<file path="src/lme_pkg.sv">
// shared types and codes of the linked multimap engine
`default_nettype none
package lme_pkg;

    // default pool sizes
    localparam int KEY_DEPTH_DEF   = 16;
    localparam int VALUE_DEPTH_DEF = 32;

    // operation codes
    localparam logic [1:0] FUNC_ADD    = 2'd0;
    localparam logic [1:0] FUNC_REMOVE = 2'd1;
    localparam logic [1:0] FUNC_SEARCH = 2'd2;
    localparam logic [1:0] FUNC_NONE   = 2'd3;

    // result status codes
    localparam logic [1:0] ST_DONE = 2'd0;
    localparam logic [1:0] ST_MISS = 2'd1;
    localparam logic [1:0] ST_FULL = 2'd2;

    // datapath commands
    typedef enum logic [4:0] {
        C_NOP,
        C_CLEAR,
        C_LOAD,
        C_LK_READ,
        C_LK_STEP,
        C_SET_FULL,
        C_AK_RD,
        C_AK_WR1,
        C_AK_WR2,
        C_AV_RD,
        C_AV_WR1,
        C_AV_WR2,
        C_VH_RD,
        C_VH_LD,
        C_RM_READ,
        C_RM_HIT,
        C_RM_STEP,
        C_RM_U1,
        C_RM_U2,
        C_RK_RD,
        C_RK_U1,
        C_RK_U2,
        C_SR_READ,
        C_SR_LATCH,
        C_SR_OUT,
        C_EMIT_FIN
    } cmd_t;

    // datapath status toward the controller
    typedef struct packed {
        logic [1:0] func;
        logic       clr_done;
        logic       kcur_end;
        logic       kmatch;
        logic       kfound;
        logic       full;
        logic       vcur_end;
        logic       vmatch;
        logic       kempty;
        logic       sr_last;
        logic       n_zero;
        logic       out_free;
    } dp_status_t;

endpackage
`default_nettype wire

</file>
<file path="src/lme_ram.sv">
// generic single write port ram with registered read
`default_nettype none
module lme_ram #(
    parameter int WIDTH = 8,
    parameter int DEPTH = 16
) (
    input  wire logic                     clk,
    input  wire logic                     we,
    input  wire logic [$clog2(DEPTH)-1:0] waddr,
    input  wire logic [WIDTH-1:0]         wdata,
    input  wire logic [$clog2(DEPTH)-1:0] raddr,
    output logic      [WIDTH-1:0]         rdata
);

    logic [WIDTH-1:0] mem [DEPTH];

    // write and registered read
    always_ff @(posedge clk)
    begin
        if (we)
        begin
            mem[waddr] <= wdata;
        end
        rdata <= mem[raddr];
    end

endmodule
`default_nettype wire

</file>
<file path="src/lme_dp.sv">
// datapath of the multimap engine: pools, list pointers, counts, result register
`default_nettype none
module lme_dp #(
    parameter int KEY_DEPTH   = lme_pkg::KEY_DEPTH_DEF,
    parameter int VALUE_DEPTH = lme_pkg::VALUE_DEPTH_DEF,
    parameter int KW          = $clog2(KEY_DEPTH + 1),
    parameter int VW          = $clog2(VALUE_DEPTH + 1)
) (
    input  wire logic               clk,
    input  wire logic               rst_n,
    input  wire lme_pkg::cmd_t      cmd,
    output lme_pkg::dp_status_t     status,
    input  wire logic [1:0]         in_func,
    input  wire logic signed [31:0] in_key,
    input  wire logic signed [31:0] in_value,
    input  wire logic               out_ready,
    output logic                    out_valid,
    output logic [1:0]              out_status,
    output logic signed [31:0]      out_value,
    output logic                    out_last,
    output logic [VW-1:0]           out_pairs,
    output logic [KW-1:0]           out_keys
);

    localparam int KAW  = $clog2(KEY_DEPTH);
    localparam int VAW  = $clog2(VALUE_DEPTH);
    localparam int MAXD = (KEY_DEPTH > VALUE_DEPTH) ? KEY_DEPTH : VALUE_DEPTH;
    localparam int NW   = $clog2(MAXD + 1);
    localparam logic [KW-1:0] KNIL = KW'(KEY_DEPTH);
    localparam logic [VW-1:0] VNIL = VW'(VALUE_DEPTH);

    // request and walk registers
    logic [1:0]         func_reg, func_next;
    logic signed [31:0] key_reg, key_next;
    logic signed [31:0] val_reg, val_next;
    logic [KW-1:0]      kcur_reg, kcur_next;
    logic [KW-1:0]      kp_reg, kp_next;
    logic [VW-1:0]      vcur_reg, vcur_next;
    logic [VW-1:0]      pv_reg, pv_next;
    logic [VW-1:0]      nv_reg, nv_next;
    logic [NW-1:0]      n_reg, n_next;
    logic               kfound_reg, kfound_next;
    logic [1:0]         st_reg, st_next;
    logic signed [31:0] fval_reg, fval_next;
    logic [VW-1:0]      vnext_reg, vnext_next;
    // list heads, free heads, counts
    logic [KW-1:0]      khead_reg, khead_next;
    logic [KW-1:0]      ktail_reg, ktail_next;
    logic [KW-1:0]      kfree_reg, kfree_next;
    logic [VW-1:0]      vfree_reg, vfree_next;
    logic [VW-1:0]      pcnt_reg, pcnt_next;
    logic [KW-1:0]      kcnt_reg, kcnt_next;
    // result register
    logic               ov_reg, ov_next;
    logic [1:0]         ost_reg, ost_next;
    logic signed [31:0] oval_reg, oval_next;
    logic               olast_reg, olast_next;
    logic [VW-1:0]      opc_reg, opc_next;
    logic [KW-1:0]      okc_reg, okc_next;

    // memory ports
    logic           kst_we, knx_we, kpv_we, kvh_we, kvt_we, vst_we, vnx_we, vpv_we;
    logic [KAW-1:0] kst_wa, knx_wa, kpv_wa, kvh_wa, kvt_wa;
    logic [KAW-1:0] kst_ra, knx_ra, kpv_ra, kvh_ra, kvt_ra;
    logic [VAW-1:0] vst_wa, vnx_wa, vpv_wa, vst_ra, vnx_ra, vpv_ra;
    logic [31:0]    kst_wd, kst_q, vst_wd, vst_q;
    logic [KW-1:0]  knx_wd, knx_q, kpv_wd, kpv_q;
    logic [VW-1:0]  kvh_wd, kvh_q, kvt_wd, kvt_q;
    logic [VW-1:0]  vnx_wd, vnx_q, vpv_wd, vpv_q;

    logic kmatch, vmatch, sr_last, out_free;

    assign kmatch   = (kst_q == key_reg);
    assign vmatch   = (vst_q == val_reg);
    assign sr_last  = (vnext_reg == VNIL) || (n_reg == NW'(VALUE_DEPTH - 1));
    assign out_free = !ov_reg || out_ready;

    // status toward the controller
    always_comb
    begin
        status.func     = func_reg;
        status.clr_done = (n_reg == NW'(MAXD - 1));
        status.kcur_end = (kcur_reg == KNIL) || (n_reg == NW'(KEY_DEPTH));
        status.kmatch   = kmatch;
        status.kfound   = kfound_reg;
        status.full     = (!kfound_reg && (kfree_reg == KNIL)) || (vfree_reg == VNIL);
        status.vcur_end = (vcur_reg == VNIL) || (n_reg == NW'(VALUE_DEPTH));
        status.vmatch   = vmatch;
        status.kempty   = (pv_reg == VNIL) && (nv_reg == VNIL);
        status.sr_last  = sr_last;
        status.n_zero   = (n_reg == '0);
        status.out_free = out_free;
    end

    // command decode: next register values and memory accesses
    always_comb
    begin
        func_next   = func_reg;
        key_next    = key_reg;
        val_next    = val_reg;
        kcur_next   = kcur_reg;
        kp_next     = kp_reg;
        vcur_next   = vcur_reg;
        pv_next     = pv_reg;
        nv_next     = nv_reg;
        n_next      = n_reg;
        kfound_next = kfound_reg;
        st_next     = st_reg;
        fval_next   = fval_reg;
        vnext_next  = vnext_reg;
        khead_next  = khead_reg;
        ktail_next  = ktail_reg;
        kfree_next  = kfree_reg;
        vfree_next  = vfree_reg;
        pcnt_next   = pcnt_reg;
        kcnt_next   = kcnt_reg;
        ov_next     = ov_reg && !out_ready;
        ost_next    = ost_reg;
        oval_next   = oval_reg;
        olast_next  = olast_reg;
        opc_next    = opc_reg;
        okc_next    = okc_reg;

        kst_we = 1'b0; kst_wa = '0; kst_wd = '0; kst_ra = '0;
        knx_we = 1'b0; knx_wa = '0; knx_wd = '0; knx_ra = '0;
        kpv_we = 1'b0; kpv_wa = '0; kpv_wd = '0; kpv_ra = '0;
        kvh_we = 1'b0; kvh_wa = '0; kvh_wd = '0; kvh_ra = '0;
        kvt_we = 1'b0; kvt_wa = '0; kvt_wd = '0; kvt_ra = '0;
        vst_we = 1'b0; vst_wa = '0; vst_wd = '0; vst_ra = '0;
        vnx_we = 1'b0; vnx_wa = '0; vnx_wd = '0; vnx_ra = '0;
        vpv_we = 1'b0; vpv_wa = '0; vpv_wd = '0; vpv_ra = '0;

        case (cmd)
            lme_pkg::C_CLEAR:
            begin
                // free chains in index order, empty value lists
                if (n_reg < NW'(KEY_DEPTH))
                begin
                    knx_we = 1'b1; knx_wa = n_reg[KAW-1:0]; knx_wd = KW'(n_reg + NW'(1));
                    kpv_we = 1'b1; kpv_wa = n_reg[KAW-1:0]; kpv_wd = KNIL;
                    kvh_we = 1'b1; kvh_wa = n_reg[KAW-1:0]; kvh_wd = VNIL;
                    kvt_we = 1'b1; kvt_wa = n_reg[KAW-1:0]; kvt_wd = VNIL;
                end
                if (n_reg < NW'(VALUE_DEPTH))
                begin
                    vnx_we = 1'b1; vnx_wa = n_reg[VAW-1:0]; vnx_wd = VW'(n_reg + NW'(1));
                    vpv_we = 1'b1; vpv_wa = n_reg[VAW-1:0]; vpv_wd = VNIL;
                end
                n_next = n_reg + NW'(1);
            end
            lme_pkg::C_LOAD:
            begin
                func_next   = in_func;
                key_next    = in_key;
                val_next    = in_value;
                kcur_next   = khead_reg;
                n_next      = '0;
                kfound_next = 1'b0;
                st_next     = lme_pkg::ST_MISS;
            end
            lme_pkg::C_LK_READ:
            begin
                kst_ra = kcur_reg[KAW-1:0];
                knx_ra = kcur_reg[KAW-1:0];
            end
            lme_pkg::C_LK_STEP:
            begin
                if (kmatch)
                begin
                    kp_next     = kcur_reg;
                    kfound_next = 1'b1;
                    n_next      = '0;
                end
                else
                begin
                    kcur_next = knx_q;
                    n_next    = n_reg + NW'(1);
                end
            end
            lme_pkg::C_SET_FULL:
            begin
                st_next = lme_pkg::ST_FULL;
            end
            lme_pkg::C_AK_RD:
            begin
                knx_ra  = kfree_reg[KAW-1:0];
                kp_next = kfree_reg;
            end
            lme_pkg::C_AK_WR1:
            begin
                // take a key node and make it the new tail
                kfree_next = knx_q;
                kst_we = 1'b1; kst_wa = kp_reg[KAW-1:0]; kst_wd = key_reg;
                kvh_we = 1'b1; kvh_wa = kp_reg[KAW-1:0]; kvh_wd = VNIL;
                kvt_we = 1'b1; kvt_wa = kp_reg[KAW-1:0]; kvt_wd = VNIL;
                knx_we = 1'b1; knx_wa = kp_reg[KAW-1:0]; knx_wd = KNIL;
                kpv_we = 1'b1; kpv_wa = kp_reg[KAW-1:0]; kpv_wd = ktail_reg;
            end
            lme_pkg::C_AK_WR2:
            begin
                if (ktail_reg != KNIL)
                begin
                    knx_we = 1'b1; knx_wa = ktail_reg[KAW-1:0]; knx_wd = kp_reg;
                end
                ktail_next = kp_reg;
                if (khead_reg == KNIL)
                begin
                    khead_next = kp_reg;
                end
                kcnt_next = kcnt_reg + KW'(1);
            end
            lme_pkg::C_AV_RD:
            begin
                vnx_ra    = vfree_reg[VAW-1:0];
                kvt_ra    = kp_reg[KAW-1:0];
                kvh_ra    = kp_reg[KAW-1:0];
                vcur_next = vfree_reg;
            end
            lme_pkg::C_AV_WR1:
            begin
                // take a value node and append it to the key's list
                vfree_next = vnx_q;
                pv_next    = kvt_q;
                vst_we = 1'b1; vst_wa = vcur_reg[VAW-1:0]; vst_wd = val_reg;
                vnx_we = 1'b1; vnx_wa = vcur_reg[VAW-1:0]; vnx_wd = VNIL;
                vpv_we = 1'b1; vpv_wa = vcur_reg[VAW-1:0]; vpv_wd = kvt_q;
                kvt_we = 1'b1; kvt_wa = kp_reg[KAW-1:0];   kvt_wd = vcur_reg;
                if (kvh_q == VNIL)
                begin
                    kvh_we = 1'b1; kvh_wa = kp_reg[KAW-1:0]; kvh_wd = vcur_reg;
                end
            end
            lme_pkg::C_AV_WR2:
            begin
                if (pv_reg != VNIL)
                begin
                    vnx_we = 1'b1; vnx_wa = pv_reg[VAW-1:0]; vnx_wd = vcur_reg;
                end
                pcnt_next = pcnt_reg + VW'(1);
                st_next   = lme_pkg::ST_DONE;
            end
            lme_pkg::C_VH_RD:
            begin
                kvh_ra = kp_reg[KAW-1:0];
            end
            lme_pkg::C_VH_LD:
            begin
                vcur_next = kvh_q;
                n_next    = '0;
            end
            lme_pkg::C_RM_READ:
            begin
                vst_ra = vcur_reg[VAW-1:0];
                vnx_ra = vcur_reg[VAW-1:0];
                vpv_ra = vcur_reg[VAW-1:0];
            end
            lme_pkg::C_RM_HIT:
            begin
                pv_next = vpv_q;
                nv_next = vnx_q;
            end
            lme_pkg::C_RM_STEP:
            begin
                vcur_next = vnx_q;
                n_next    = n_reg + NW'(1);
            end
            lme_pkg::C_RM_U1:
            begin
                // bridge the neighbors of the removed value node
                if (pv_reg != VNIL)
                begin
                    vnx_we = 1'b1; vnx_wa = pv_reg[VAW-1:0]; vnx_wd = nv_reg;
                end
                else
                begin
                    kvh_we = 1'b1; kvh_wa = kp_reg[KAW-1:0]; kvh_wd = nv_reg;
                end
                if (nv_reg != VNIL)
                begin
                    vpv_we = 1'b1; vpv_wa = nv_reg[VAW-1:0]; vpv_wd = pv_reg;
                end
                else
                begin
                    kvt_we = 1'b1; kvt_wa = kp_reg[KAW-1:0]; kvt_wd = pv_reg;
                end
            end
            lme_pkg::C_RM_U2:
            begin
                vnx_we = 1'b1; vnx_wa = vcur_reg[VAW-1:0]; vnx_wd = vfree_reg;
                vpv_we = 1'b1; vpv_wa = vcur_reg[VAW-1:0]; vpv_wd = VNIL;
                vfree_next = vcur_reg;
                pcnt_next  = pcnt_reg - VW'(1);
                st_next    = lme_pkg::ST_DONE;
            end
            lme_pkg::C_RK_RD:
            begin
                kpv_ra = kp_reg[KAW-1:0];
                knx_ra = kp_reg[KAW-1:0];
            end
            lme_pkg::C_RK_U1:
            begin
                // bridge the neighbors of the emptied key node
                if (kpv_q != KNIL)
                begin
                    knx_we = 1'b1; knx_wa = kpv_q[KAW-1:0]; knx_wd = knx_q;
                end
                else
                begin
                    khead_next = knx_q;
                end
                if (knx_q != KNIL)
                begin
                    kpv_we = 1'b1; kpv_wa = knx_q[KAW-1:0]; kpv_wd = kpv_q;
                end
                else
                begin
                    ktail_next = kpv_q;
                end
            end
            lme_pkg::C_RK_U2:
            begin
                knx_we = 1'b1; knx_wa = kp_reg[KAW-1:0]; knx_wd = kfree_reg;
                kpv_we = 1'b1; kpv_wa = kp_reg[KAW-1:0]; kpv_wd = KNIL;
                kfree_next = kp_reg;
                kcnt_next  = kcnt_reg - KW'(1);
            end
            lme_pkg::C_SR_READ:
            begin
                vst_ra = vcur_reg[VAW-1:0];
                vnx_ra = vcur_reg[VAW-1:0];
            end
            lme_pkg::C_SR_LATCH:
            begin
                fval_next  = vst_q;
                vnext_next = vnx_q;
            end
            lme_pkg::C_SR_OUT:
            begin
                ov_next    = 1'b1;
                ost_next   = lme_pkg::ST_DONE;
                oval_next  = fval_reg;
                olast_next = sr_last;
                opc_next   = pcnt_reg;
                okc_next   = kcnt_reg;
                vcur_next  = vnext_reg;
                n_next     = n_reg + NW'(1);
            end
            lme_pkg::C_EMIT_FIN:
            begin
                ov_next    = 1'b1;
                ost_next   = st_reg;
                oval_next  = '0;
                olast_next = 1'b1;
                opc_next   = pcnt_reg;
                okc_next   = kcnt_reg;
            end
            default:
            begin
            end
        endcase
    end

    // control registers
    always_ff @(posedge clk or negedge rst_n)
    begin
        if (!rst_n)
        begin
            n_reg     <= '0;
            khead_reg <= KNIL;
            ktail_reg <= KNIL;
            kfree_reg <= '0;
            vfree_reg <= '0;
            pcnt_reg  <= '0;
            kcnt_reg  <= '0;
            ov_reg    <= 1'b0;
        end
        else
        begin
            n_reg     <= n_next;
            khead_reg <= khead_next;
            ktail_reg <= ktail_next;
            kfree_reg <= kfree_next;
            vfree_reg <= vfree_next;
            pcnt_reg  <= pcnt_next;
            kcnt_reg  <= kcnt_next;
            ov_reg    <= ov_next;
        end
    end

    // payload registers
    always_ff @(posedge clk)
    begin
        func_reg   <= func_next;
        key_reg    <= key_next;
        val_reg    <= val_next;
        kcur_reg   <= kcur_next;
        kp_reg     <= kp_next;
        vcur_reg   <= vcur_next;
        pv_reg     <= pv_next;
        nv_reg     <= nv_next;
        kfound_reg <= kfound_next;
        st_reg     <= st_next;
        fval_reg   <= fval_next;
        vnext_reg  <= vnext_next;
        ost_reg    <= ost_next;
        oval_reg   <= oval_next;
        olast_reg  <= olast_next;
        opc_reg    <= opc_next;
        okc_reg    <= okc_next;
    end

    assign out_valid  = ov_reg;
    assign out_status = ost_reg;
    assign out_value  = oval_reg;
    assign out_last   = olast_reg;
    assign out_pairs  = opc_reg;
    assign out_keys   = okc_reg;

    // key pool
    lme_ram #(.WIDTH(32), .DEPTH(KEY_DEPTH)) u_kst (
        .clk(clk), .we(kst_we), .waddr(kst_wa), .wdata(kst_wd), .raddr(kst_ra), .rdata(kst_q)
    );
    lme_ram #(.WIDTH(KW), .DEPTH(KEY_DEPTH)) u_knx (
        .clk(clk), .we(knx_we), .waddr(knx_wa), .wdata(knx_wd), .raddr(knx_ra), .rdata(knx_q)
    );
    lme_ram #(.WIDTH(KW), .DEPTH(KEY_DEPTH)) u_kpv (
        .clk(clk), .we(kpv_we), .waddr(kpv_wa), .wdata(kpv_wd), .raddr(kpv_ra), .rdata(kpv_q)
    );
    lme_ram #(.WIDTH(VW), .DEPTH(KEY_DEPTH)) u_kvh (
        .clk(clk), .we(kvh_we), .waddr(kvh_wa), .wdata(kvh_wd), .raddr(kvh_ra), .rdata(kvh_q)
    );
    lme_ram #(.WIDTH(VW), .DEPTH(KEY_DEPTH)) u_kvt (
        .clk(clk), .we(kvt_we), .waddr(kvt_wa), .wdata(kvt_wd), .raddr(kvt_ra), .rdata(kvt_q)
    );

    // value pool
    lme_ram #(.WIDTH(32), .DEPTH(VALUE_DEPTH)) u_vst (
        .clk(clk), .we(vst_we), .waddr(vst_wa), .wdata(vst_wd), .raddr(vst_ra), .rdata(vst_q)
    );
    lme_ram #(.WIDTH(VW), .DEPTH(VALUE_DEPTH)) u_vnx (
        .clk(clk), .we(vnx_we), .waddr(vnx_wa), .wdata(vnx_wd), .raddr(vnx_ra), .rdata(vnx_q)
    );
    lme_ram #(.WIDTH(VW), .DEPTH(VALUE_DEPTH)) u_vpv (
        .clk(clk), .we(vpv_we), .waddr(vpv_wa), .wdata(vpv_wd), .raddr(vpv_ra), .rdata(vpv_q)
    );

endmodule
`default_nettype wire

</file>
<file path="src/lme_ctrl.sv">
// controller of the multimap engine: sequences list walks and link updates
`default_nettype none
module lme_ctrl (
    input  wire logic                clk,
    input  wire logic                rst_n,
    input  wire logic                in_valid,
    output logic                     in_ready,
    input  wire lme_pkg::dp_status_t status,
    output lme_pkg::cmd_t            cmd
);

    typedef enum logic [4:0] {
        S_INIT,
        S_IDLE,
        S_LK_RD,
        S_LK_CHK,
        S_ADD_CHK,
        S_AK_WR1,
        S_AK_WR2,
        S_AV_RD,
        S_AV_WR1,
        S_AV_WR2,
        S_VH_RD,
        S_VH_LD,
        S_RM_RD,
        S_RM_CHK,
        S_RM_U1,
        S_RM_U2,
        S_RK_RD,
        S_RK_U1,
        S_RK_U2,
        S_SR_RD,
        S_SR_LATCH,
        S_SR_OUT,
        S_FIN
    } state_t;

    state_t state_reg, state_next;

    assign in_ready = (state_reg == S_IDLE);

    // next state and command
    always_comb
    begin
        state_next = state_reg;
        cmd        = lme_pkg::C_NOP;
        case (state_reg)
            S_INIT:
            begin
                cmd = lme_pkg::C_CLEAR;
                if (status.clr_done)
                begin
                    state_next = S_IDLE;
                end
            end
            S_IDLE:
            begin
                if (in_valid)
                begin
                    cmd        = lme_pkg::C_LOAD;
                    state_next = S_LK_RD;
                end
            end
            S_LK_RD:
            begin
                if (status.func == lme_pkg::FUNC_NONE)
                begin
                    state_next = S_FIN;
                end
                else if (status.kcur_end)
                begin
                    state_next = (status.func == lme_pkg::FUNC_ADD) ? S_ADD_CHK : S_FIN;
                end
                else
                begin
                    cmd        = lme_pkg::C_LK_READ;
                    state_next = S_LK_CHK;
                end
            end
            S_LK_CHK:
            begin
                cmd = lme_pkg::C_LK_STEP;
                if (status.kmatch)
                begin
                    state_next = (status.func == lme_pkg::FUNC_ADD) ? S_ADD_CHK : S_VH_RD;
                end
                else
                begin
                    state_next = S_LK_RD;
                end
            end
            S_ADD_CHK:
            begin
                if (status.full)
                begin
                    cmd        = lme_pkg::C_SET_FULL;
                    state_next = S_FIN;
                end
                else if (!status.kfound)
                begin
                    cmd        = lme_pkg::C_AK_RD;
                    state_next = S_AK_WR1;
                end
                else
                begin
                    state_next = S_AV_RD;
                end
            end
            S_AK_WR1:
            begin
                cmd        = lme_pkg::C_AK_WR1;
                state_next = S_AK_WR2;
            end
            S_AK_WR2:
            begin
                cmd        = lme_pkg::C_AK_WR2;
                state_next = S_AV_RD;
            end
            S_AV_RD:
            begin
                cmd        = lme_pkg::C_AV_RD;
                state_next = S_AV_WR1;
            end
            S_AV_WR1:
            begin
                cmd        = lme_pkg::C_AV_WR1;
                state_next = S_AV_WR2;
            end
            S_AV_WR2:
            begin
                cmd        = lme_pkg::C_AV_WR2;
                state_next = S_FIN;
            end
            S_VH_RD:
            begin
                cmd        = lme_pkg::C_VH_RD;
                state_next = S_VH_LD;
            end
            S_VH_LD:
            begin
                cmd        = lme_pkg::C_VH_LD;
                state_next = (status.func == lme_pkg::FUNC_REMOVE) ? S_RM_RD : S_SR_RD;
            end
            S_RM_RD:
            begin
                if (status.vcur_end)
                begin
                    state_next = S_FIN;
                end
                else
                begin
                    cmd        = lme_pkg::C_RM_READ;
                    state_next = S_RM_CHK;
                end
            end
            S_RM_CHK:
            begin
                if (status.vmatch)
                begin
                    cmd        = lme_pkg::C_RM_HIT;
                    state_next = S_RM_U1;
                end
                else
                begin
                    cmd        = lme_pkg::C_RM_STEP;
                    state_next = S_RM_RD;
                end
            end
            S_RM_U1:
            begin
                cmd        = lme_pkg::C_RM_U1;
                state_next = S_RM_U2;
            end
            S_RM_U2:
            begin
                cmd        = lme_pkg::C_RM_U2;
                state_next = status.kempty ? S_RK_RD : S_FIN;
            end
            S_RK_RD:
            begin
                cmd        = lme_pkg::C_RK_RD;
                state_next = S_RK_U1;
            end
            S_RK_U1:
            begin
                cmd        = lme_pkg::C_RK_U1;
                state_next = S_RK_U2;
            end
            S_RK_U2:
            begin
                cmd        = lme_pkg::C_RK_U2;
                state_next = S_FIN;
            end
            S_SR_RD:
            begin
                if (status.vcur_end)
                begin
                    state_next = status.n_zero ? S_FIN : S_IDLE;
                end
                else
                begin
                    cmd        = lme_pkg::C_SR_READ;
                    state_next = S_SR_LATCH;
                end
            end
            S_SR_LATCH:
            begin
                cmd        = lme_pkg::C_SR_LATCH;
                state_next = S_SR_OUT;
            end
            S_SR_OUT:
            begin
                if (status.out_free)
                begin
                    cmd        = lme_pkg::C_SR_OUT;
                    state_next = status.sr_last ? S_IDLE : S_SR_RD;
                end
            end
            S_FIN:
            begin
                if (status.out_free)
                begin
                    cmd        = lme_pkg::C_EMIT_FIN;
                    state_next = S_IDLE;
                end
            end
            default:
            begin
                state_next = S_IDLE;
            end
        endcase
    end

    // state register
    always_ff @(posedge clk or negedge rst_n)
    begin
        if (!rst_n)
        begin
            state_reg <= S_INIT;
        end
        else
        begin
            state_reg <= state_next;
        end
    end

endmodule
`default_nettype wire

</file>
<file path="src/linked_multimap_engine_unit.sv">
// top level of the linked multimap engine
//
// Stores key/value pairs in two node pools (KEY_DEPTH key nodes, VALUE_DEPTH
// value nodes) kept as doubly linked lists in single-port-read RAMs. One
// request is worked at a time. After reset a clearing pass builds the free
// chains; no request is taken during it. Every step of a walk is one RAM read
// with registered data. An add takes a key node if the key is new and then
// appends a value node, a remove walks the key's values and unlinks the
// first match, freeing the key node when its list empties, and a search
// presents one result per value returned. The next request is taken while
// the last result still waits in the output register.
`default_nettype none
module linked_multimap_engine_unit #(
    parameter int KEY_DEPTH   = lme_pkg::KEY_DEPTH_DEF,
    parameter int VALUE_DEPTH = lme_pkg::VALUE_DEPTH_DEF,
    parameter int KW          = $clog2(KEY_DEPTH + 1),
    parameter int VW          = $clog2(VALUE_DEPTH + 1),
    parameter int OW          = ((32 + VW + KW + 7) / 8) * 8
) (
    input  wire logic          clk,
    input  wire logic          rst_n,
    input  wire logic          s_tvalid,
    output logic               s_tready,
    input  wire logic [63:0]   s_tdata,   // item_key, item_value
    input  wire logic [1:0]    s_tuser,   // func
    output logic               m_tvalid,
    input  wire logic          m_tready,
    output logic [OW-1:0]      m_tdata,   // found_value, pair_total, key_total, zero fill
    output logic [1:0]         m_tuser,   // status
    output logic               m_tlast
);

    lme_pkg::cmd_t       cmd;
    lme_pkg::dp_status_t status;
    logic signed [31:0]  out_value;
    logic [VW-1:0]       out_pairs;
    logic [KW-1:0]       out_keys;

    // sequencer
    lme_ctrl u_ctrl (
        .clk      (clk),
        .rst_n    (rst_n),
        .in_valid (s_tvalid),
        .in_ready (s_tready),
        .status   (status),
        .cmd      (cmd)
    );

    // pools, pointers and result register
    lme_dp #(
        .KEY_DEPTH   (KEY_DEPTH),
        .VALUE_DEPTH (VALUE_DEPTH),
        .KW          (KW),
        .VW          (VW)
    ) u_dp (
        .clk        (clk),
        .rst_n      (rst_n),
        .cmd        (cmd),
        .status     (status),
        .in_func    (s_tuser),
        .in_key     (s_tdata[31:0]),
        .in_value   (s_tdata[63:32]),
        .out_ready  (m_tready),
        .out_valid  (m_tvalid),
        .out_status (m_tuser),
        .out_value  (out_value),
        .out_last   (m_tlast),
        .out_pairs  (out_pairs),
        .out_keys   (out_keys)
    );

    // result packing
    assign m_tdata = OW'({out_keys, out_pairs, out_value});

endmodule
`default_nettype wire

</file>
<file path="config.mk">
export PLATFORM = sky130hd
export DESIGN_NAME = linked_multimap_engine_unit
export DESIGN_NICKNAME = d
export VERILOG_FILES = /design/src/lme_pkg.sv /design/src/lme_ram.sv /design/src/lme_dp.sv /design/src/lme_ctrl.sv /design/src/linked_multimap_engine_unit.sv
export SDC_FILE = /design/constraint.sdc
export NUM_CORES = 2
export LEC_CHECK = 0
export ABC_AREA = 1
export BUFFER_PORTS_ARGS = -buffer_cell sky130_fd_sc_hd__buf_2
export CORE_MARGIN = 1.5
export CORE_UTILIZATION = 55
export CTS_BUF_LIST = sky130_fd_sc_hd__clkbuf_4 sky130_fd_sc_hd__clkbuf_8
export DETAILED_ROUTE_END_ITERATION = 8
export PLACE_DENSITY = 0.71
export SYNTH_ARGS = -nofsm -noshare
export SYNTH_HDL_FRONTEND = slang
export SYNTH_SLANG_ARGS = --single-unit
</file>
<file path="constraint.sdc">
create_clock -name clk -period 9.6 [get_ports clk]
set_clock_uncertainty 0.1 [all_clocks]
set_input_delay 1.92 -clock clk [delete_from_list [all_inputs] [get_ports clk]]
set_output_delay 1.92 -clock clk [all_outputs]
set_load 0.01 [all_outputs]
</file>
* Word-level counts from Yosys, hierarchy flattened
Memories as Yosys holds them, arrays and structs flattened. A register that Yosys moved wholly into a read port is not among the register bits.
Index checks and enable logic that the tools add are counted.
** Operators by class
- Reductions and logical operators :: 43
- Div/mod/pow operators :: 0
- Shifts and indexed selects :: 0
- Muxes and demuxes :: 136
- Equal/unequal tests :: 77
- Bitwise operators :: 0
- Multiply operators :: 0
- Order comparisons :: 2
- Add/subtract/negate cells :: 5
** Operators by type and width (count)
- $mux W5 :: 36
- $pmux W5 S23 :: 1
- $pmux W5 S22 :: 1
- $eq A5 B5 Y1 const B :: 20
- $pmux W6 S4 :: 4
- $eq A5 B4 Y1 const B :: 16
- $pmux W5 S2 :: 7
- $eq A32 B32 Y1 :: 2
- $mux W32 :: 2
- $pmux W32 S2 :: 1
- $mux W6 :: 10
- $mux W4 :: 14
- $eq A6 B6 Y1 const B :: 7
- $eq A5 B3 Y1 const B :: 8
- $pmux W4 S3 :: 3
- $pmux W6 S2 :: 3
- $pmux W4 S4 :: 2
- $mux W1 :: 30
- $pmux W5 S3 :: 2
- $pmux W6 S5 :: 1
- $pmux W5 S5 :: 1
- $eq A5 B2 Y1 const B :: 4
- $pmux W5 S4 :: 1
- $reduce_or A2 Y1 :: 10
- 35 further kinds :: 77
** Storage, ports and cells
- Output and inout bits :: 53
- Logic and storage cells :: 297
- Register bits :: 225
- Bits in latches :: 0
- RAM bits :: 2272
- Memories :: 8
- Bits in read-only memories :: 0
- Input port bits :: 70
** Memory list
- u_dp.u_vst.mem :: depth 32, bits a word 32, read ports 1, clocked after memory_dff 1, wr ports 1, line lme_ram.sv:15 : logic [WIDTH-1:0] mem [DEPTH];
- u_dp.u_kst.mem :: depth 16, bits a word 32, read ports 1, clocked after memory_dff 1, wr ports 1, line lme_ram.sv:15
- u_dp.u_vnx.mem :: depth 32, bits a word 6, read ports 1, clocked after memory_dff 1, wr ports 1, line lme_ram.sv:15
- u_dp.u_vpv.mem :: depth 32, bits a word 6, read ports 1, clocked after memory_dff 1, wr ports 1, line lme_ram.sv:15
- u_dp.u_kvh.mem :: depth 16, bits a word 6, read ports 1, clocked after memory_dff 1, wr ports 1, line lme_ram.sv:15
- u_dp.u_kvt.mem :: depth 16, bits a word 6, read ports 1, clocked after memory_dff 1, wr ports 1, line lme_ram.sv:15
- 2 more memories

* Longest topological paths before layout
- Depth after elaboration :: 10
- Gate-level depth with buffers :: 16
- Mapped depth without buffers :: 15

* Modules after synthesis
Synthesis repeated with hierarchy kept, for this count alone.
** Unflattened totals
- Cells, all modules :: 10003
- Area total of the unflattened synthesis :: 109506.3 um^2
** By module, submodules not included
- lme_ram (u_dp.u_vst) :: area each 42405.7 um^2, sequential area each 31390.1 um^2, instances 1, cells an instance 3536
- lme_ram (u_dp.u_kst) :: area each 22730.6 um^2, sequential area each 16015.4 um^2, instances 1, cells an instance 2120
- lme_ram (u_dp.u_vnx ...) :: area each 8077.7 um^2, sequential area each 5885.6 um^2, instances 2, cells an instance 704
- lme_dp :: area each 11204.5 um^2, sequential area each 6413.7 um^2, instances 1, cells an instance 1194
- lme_ram (u_dp.u_kvh ...) :: area each 4325.4 um^2, sequential area each 3002.9 um^2, instances 2, cells an instance 420
- lme_ram (u_dp.u_kpv) :: area each 3733.6 um^2, sequential area each 2502.4 um^2, instances 1, cells an instance 355
- lme_ram (u_dp.u_knx) :: area each 3661.0 um^2, sequential area each 2502.4 um^2, instances 1, cells an instance 357
- lme_ctrl :: area each 923.4 um^2, sequential area each 125.1 um^2, instances 1, cells an instance 187
- linked_multimap_engine_unit :: area each 41.3 um^2, sequential area each 0.0 um^2, instances 1, cells an instance 6

* Worst setup path before layout
No wires, ideal clock.
- Path kind :: input to register
- From :: input s_tvalid
- To :: register u_dp.kcur_reg[0] (enable)
- Required time :: 9.175 ns
- Setup time :: 0.325 ns
- Buffers on the path :: 0
- Arrival time :: 5.432 ns
- Stages :: 4
- Slack :: 3.743 ns
- Cell sequence :: inv_1 nor2_1 inv_1 nand2_1
** On the way
- Word-level cells in the longest chain between the ends :: 5
- Elaborated cells on any way between the ends :: 7
- Those cells by class :: 3 x eq/ne; 2 x mux; 2 x reduce/logical
** RTL lines
- start, declared :: line linked_multimap_engine_unit.sv:22 : input wire logic s_tvalid,
- $mux W2 * :: line lme_ctrl.sv:58 : if (in_valid)
- $pmux W5 S23 * :: line lme_ctrl.sv:47 : case (state_reg)
- $eq A5 B3 Y1 or $eq A5 B2 Y1 (tied branches) :: line lme_dp.sv:133 : case (cmd)
- $ne A2 B2 Y1 (no line) or $reduce_bool A2 Y1 (tied branches)
- $reduce_and A2 Y1 (no line) *
- end signal, assigned :: line lme_dp.sv:396 : kcur_reg <= kcur_next;
- end, declared :: line lme_dp.sv:36 : logic [KW-1:0] kcur_reg, kcur_next;
Mark *: on every way between the ends. The rest lies on a longest branch, timed or not.
A chain may end at the register's enable or synchronous reset.

* Worst setup path in the final report
- From :: register u_dp.vcur_reg[1]
- To :: register u_dp.u_vst.rdata[13] (read register of u_dp.u_vst.mem)
** On the way
- Word-level cells in the longest chain between the ends :: 7
- Elaborated cells on any way between the ends :: 9
- Those cells by class :: 3 x eq/ne; 4 x mux; 2 x reduce/logical
** RTL lines
- start, declared :: line lme_dp.sv:38 : logic [VW-1:0] vcur_reg, vcur_next;
- start signal, assigned :: line lme_dp.sv:398 : vcur_reg <= vcur_next;
- $eq A6 B6 Y1 :: line lme_dp.sv:87 : status.vcur_end = (vcur_reg == VNIL) || (n_reg == NW'(VALUE_DEPTH));
- $logic_or A1 B1 Y1 :: line lme_dp.sv:87
- $mux W5 or $mux W4 (tied branches) :: line lme_ctrl.sv:196, lme_ctrl.sv:146
- $pmux W5 S23 :: line lme_ctrl.sv:47
- $eq A5 B5 Y1 or $eq A5 B4 Y1 (tied branches) :: line lme_dp.sv:133
- $reduce_or A2 Y1 (no line)
- $mux W5 * :: line lme_dp.sv:133
- end, declared :: line lme_ram.sv:12 : output logic [WIDTH-1:0] rdata
Marks and branches as above.

==> qor.yml <==
status: "completed"
design.die.area_sq_um: 197000
finalCriticalPeriod_ps: 5450
seq_area_frac_synth_pct: 71.7
die_h_um: 444
r2r-start: "u_dp.vcur_reg[1]$_DFFE_PP_"
ys_top_cells_by_area: "edfxtp_1 69%, nand2_1 5.8%, o211ai_1 4.8%, nand3_1 4.7%, inv_1 3.5%"
hold_class: "flip-flop to flip-flop"
start_util_pct: 55.5
ctsResizeCount: 0
finalCritPeriodShare_pct: 56.8
slew_viol_final: 0
placement.io_buffers: 117
drt-total-wl_um: 281000
areaGrowthSynthToFinish_pct: 11.0
crit_path_max_fanout: 234
drive_above_1_share_pct: 12.8
worstSetupPathType: "flip-flop to flip-flop"
ctsRootBufferMaster: "clkbuf_8"
layout.nets: 9117
leakagePower_nw: 43.3
cts_tree: "done"
hold_depth: 1
endpoint_kind: "flip-flop"
largest_reg_flops: 1024
ant_nets: 0
worst_slack_ps: 4150
antenna_found_initial: 1
cts_made_buffers: 423
synth_cell_types: 56
nFillCells: 14590
reg.largest.list: "u_dp.u_vst.mem: 1024 flops, u_dp.u_kst.mem: 512 flops"
synth_top_area_share_pct: 68.9
cts_setup_buffers: 0
wire_per_inst_um: 23.6
worstPathArrival_ps: 6360
fmax_mhz: 183
maxSlewHeadroom_pct: 7.54
setup_viol: 0
hold_path_end: "u_dp.kcnt_reg[4]$_DFFE_PN0P_"
synth_area_sq_um: 107000
gp_congestion: 0.932
rsz0062_at_grt: "false"
rrSetupSlack_ps: 4150
path_clk_slew_ps: 60
hold_violations: 0
numClockSinks: 2595
hold_buffers: 0
drv_cap: 0
num_rows: 161
syn_inst: 8822
viasPerCell: 5.91
track_usage_pct: 28.2
hp-start: "u_dp.kcnt_reg[4]$_DFFE_PN0P_"
ys_warn_count: 0
hpwl_um: 148000
fin_setup_tns_ps: 0
synth.largest_area_cell: "edfxtp_1"
vias: 70317
grt_first_pass_wirelength_um: 420000
route.detailed.drc: 0
die_x_um: 444
irDropWorstVdd_mv: 0.143
first_global_vias: 68620
grt_overflow: 0
crit_start: "u_dp.vcur_reg[1]$_DFFE_PP_"
worst_pin_slew_ps: 1380
timing.rr.end: "u_dp.u_vst.rdata[13]$_DFF_P_"
boundaryPins: 123
pre_cts_slack_ps: 4470
powerDensity_nw_per_um2: 233
cts_max_path_buffers: 4
postSynthAreaPerCell_sq_um: 12.1
core_region_area_sq_um: 193000
grt_max_degree: 235
start_kind: "flip-flop"
insertion_delay_ps: 1120
synth_seq_cells: 2595
r2r_cells: 14
drt_iter0_markers: 8769
required_ps: 10500
first_pass_iters: 6
final_core_util_pct: 61.6
ctsHtreeMaxLevel: 5
top_register: "u_dp.u_vst.mem"
cell usage in the layout, fill, tap and decap left out, types with 6 or more instances in the layout:
cell type	synthesis	routed
buf_4	18	159
o21ai_0	176	171
nand3_1	1001	1000
nand3b_1	25	25
clkbuf_4	0	143
a31oi_1	9	9
o31ai_1	16	16
edfxtp_1	2453	2453
dfxtp_1	98	98
clkinv_2	0	60
inv_1	995	986
clkinv_1	7	101
or2_2	113	113
o211ai_1	689	689
nand4_1	48	48
mux2i_1	12	12
o22ai_1	24	19
nor2_1	524	461
bufinv_16	0	10
a211oi_1	22	22
nor2_2	10	20
xnor2_1	49	49
xor2_1	14	14
nor2_4	1	54
a21oi_1	42	41
buf_2	202	117
inv_2	14	16
o221ai_1	161	158
dfrtp_1	42	42
o21ai_1	6	9
o311ai_0	6	6
clkbuf_8	0	457
nor3_1	40	39
nand2_1	1655	1652
or2_0	24	24
ha_1	10	10
cells in the mapped netlist, drive strengths merged:
cell,count
nor3b,1
xor2,14
inv,1009
conb,1
buf,259
edfxtp,2453
nand4,48
and3,1
fa,2
dfxtp,98
a21oi,43
o211ai,689
nor3,40
o31ai,16
nand2,1660
ha,10
a21o,1
a31o,1
dfrtp,42
o22ai,24
or2,137
a221oi,2
clkbuf,237
o21ai,183
o21bai,2
nor2,535
o2111ai,7
clkinv,7
a211oi,22
and2,1
a31oi,9
xnor2,49
o311ai,7
nor4,6
o221ai,161
mux2i,12
nand3b,25
a22oi,3
nand3,1003
dfstp,2
power breakdown:
part	switching [mW]	leakage (nW)	internal, mW	total, mW
Combinational	3.16	16.4	1.13	4.29
Clock	4.26	4.46	5.19	9.45
Sequential	0.426	22.5	13.5	13.9
stage by stage:
| stage | power [mW] | hold WS (ps) | cells | area (sq um) |
|---|---|---|---|---|
| floorplan | 16.7 | 326 | 8826 | 107000 |
| global placement | 18.2 | 354 | 11136 | 110000 |
| detailed placement | 18.3 | 357 | 11136 | 110000 |
| CTS | 27.7 | 369 | 11902 | 119000 |
| global route | 28.7 | 395 | 11903 | 119000 |
| finish | 27.6 | 367 | 11903 | 119000 |
routing by layer:
metal	vias up	GRT usage, %	routed length [um]
met5	-	0	0
met4	0	13.4	12800
met3	682	4.96	25800
met2	3608	44.9	133000
met1	34194	38.0	110000
li1	31833	-	-
cell families (layout without fill, tap and decap cells):
kind of cell	count (synthesis)	after routing	share of synthesized area, %
AOI/OAI and AO/OA	1170	1170	7.87
and+or+nand+nor	3457	3457	14.0
adders and majority gates	12	12	0.154
other	1	6	0.00351
DFF	2595	2595	71.7
muxes	12	12	0.112
xor gates and xnor gates	63	63	0.516
buffers and inverters	1512	2062	5.64
cell type report:
cell class / instances / area [sq um] / share of cell area [%]
Sequential cell: 2595 / 76700 / 64.6
Multi-Input combinational cell: 4719 / 24800 / 20.9
Clock buffer: 600 / 7360 / 6.20
Inverter: 1016 / 3830 / 3.23
Tap cell: 2526 / 3160 / 2.66
Timing Repair Buffer: 280 / 1860 / 1.57
Clock inverter: 166 / 977 / 0.823
Antenna cell: 1 / 2.50 / 0.00211
worst max-delay path by stage:
stage	slack [ps]	to	cells after the start
floorplan	3740	u_dp.kcur_reg[0]$_DFFE_PP_	4
global placement	4630	u_dp.u_vst.rdata[17]$_DFF_P_	15
detailed placement	4470	u_dp.u_vst.rdata[17]$_DFF_P_	14
CTS	4480	u_dp.u_vst.rdata[17]$_DFF_P_	14
global route	3920	u_dp.u_vst.rdata[13]$_DFF_P_	14
finish	4150	u_dp.u_vst.rdata[13]$_DFF_P_	14
critical path: stages (launching register included):
cell      delay (ps)
edfxtp_1         550
nor2_1           220
nand3_1          210
nand3_4          240
nand2_4          430
nand2_8          810
buf_12           610
buf_12           640
nand2_1          170
o211ai_1         170
nand3_1          110
nand3_1          120
nand2_1           80
nand2_1           60
nand2_1           70
No activity file was read; power rests on OpenSTA's default activity.
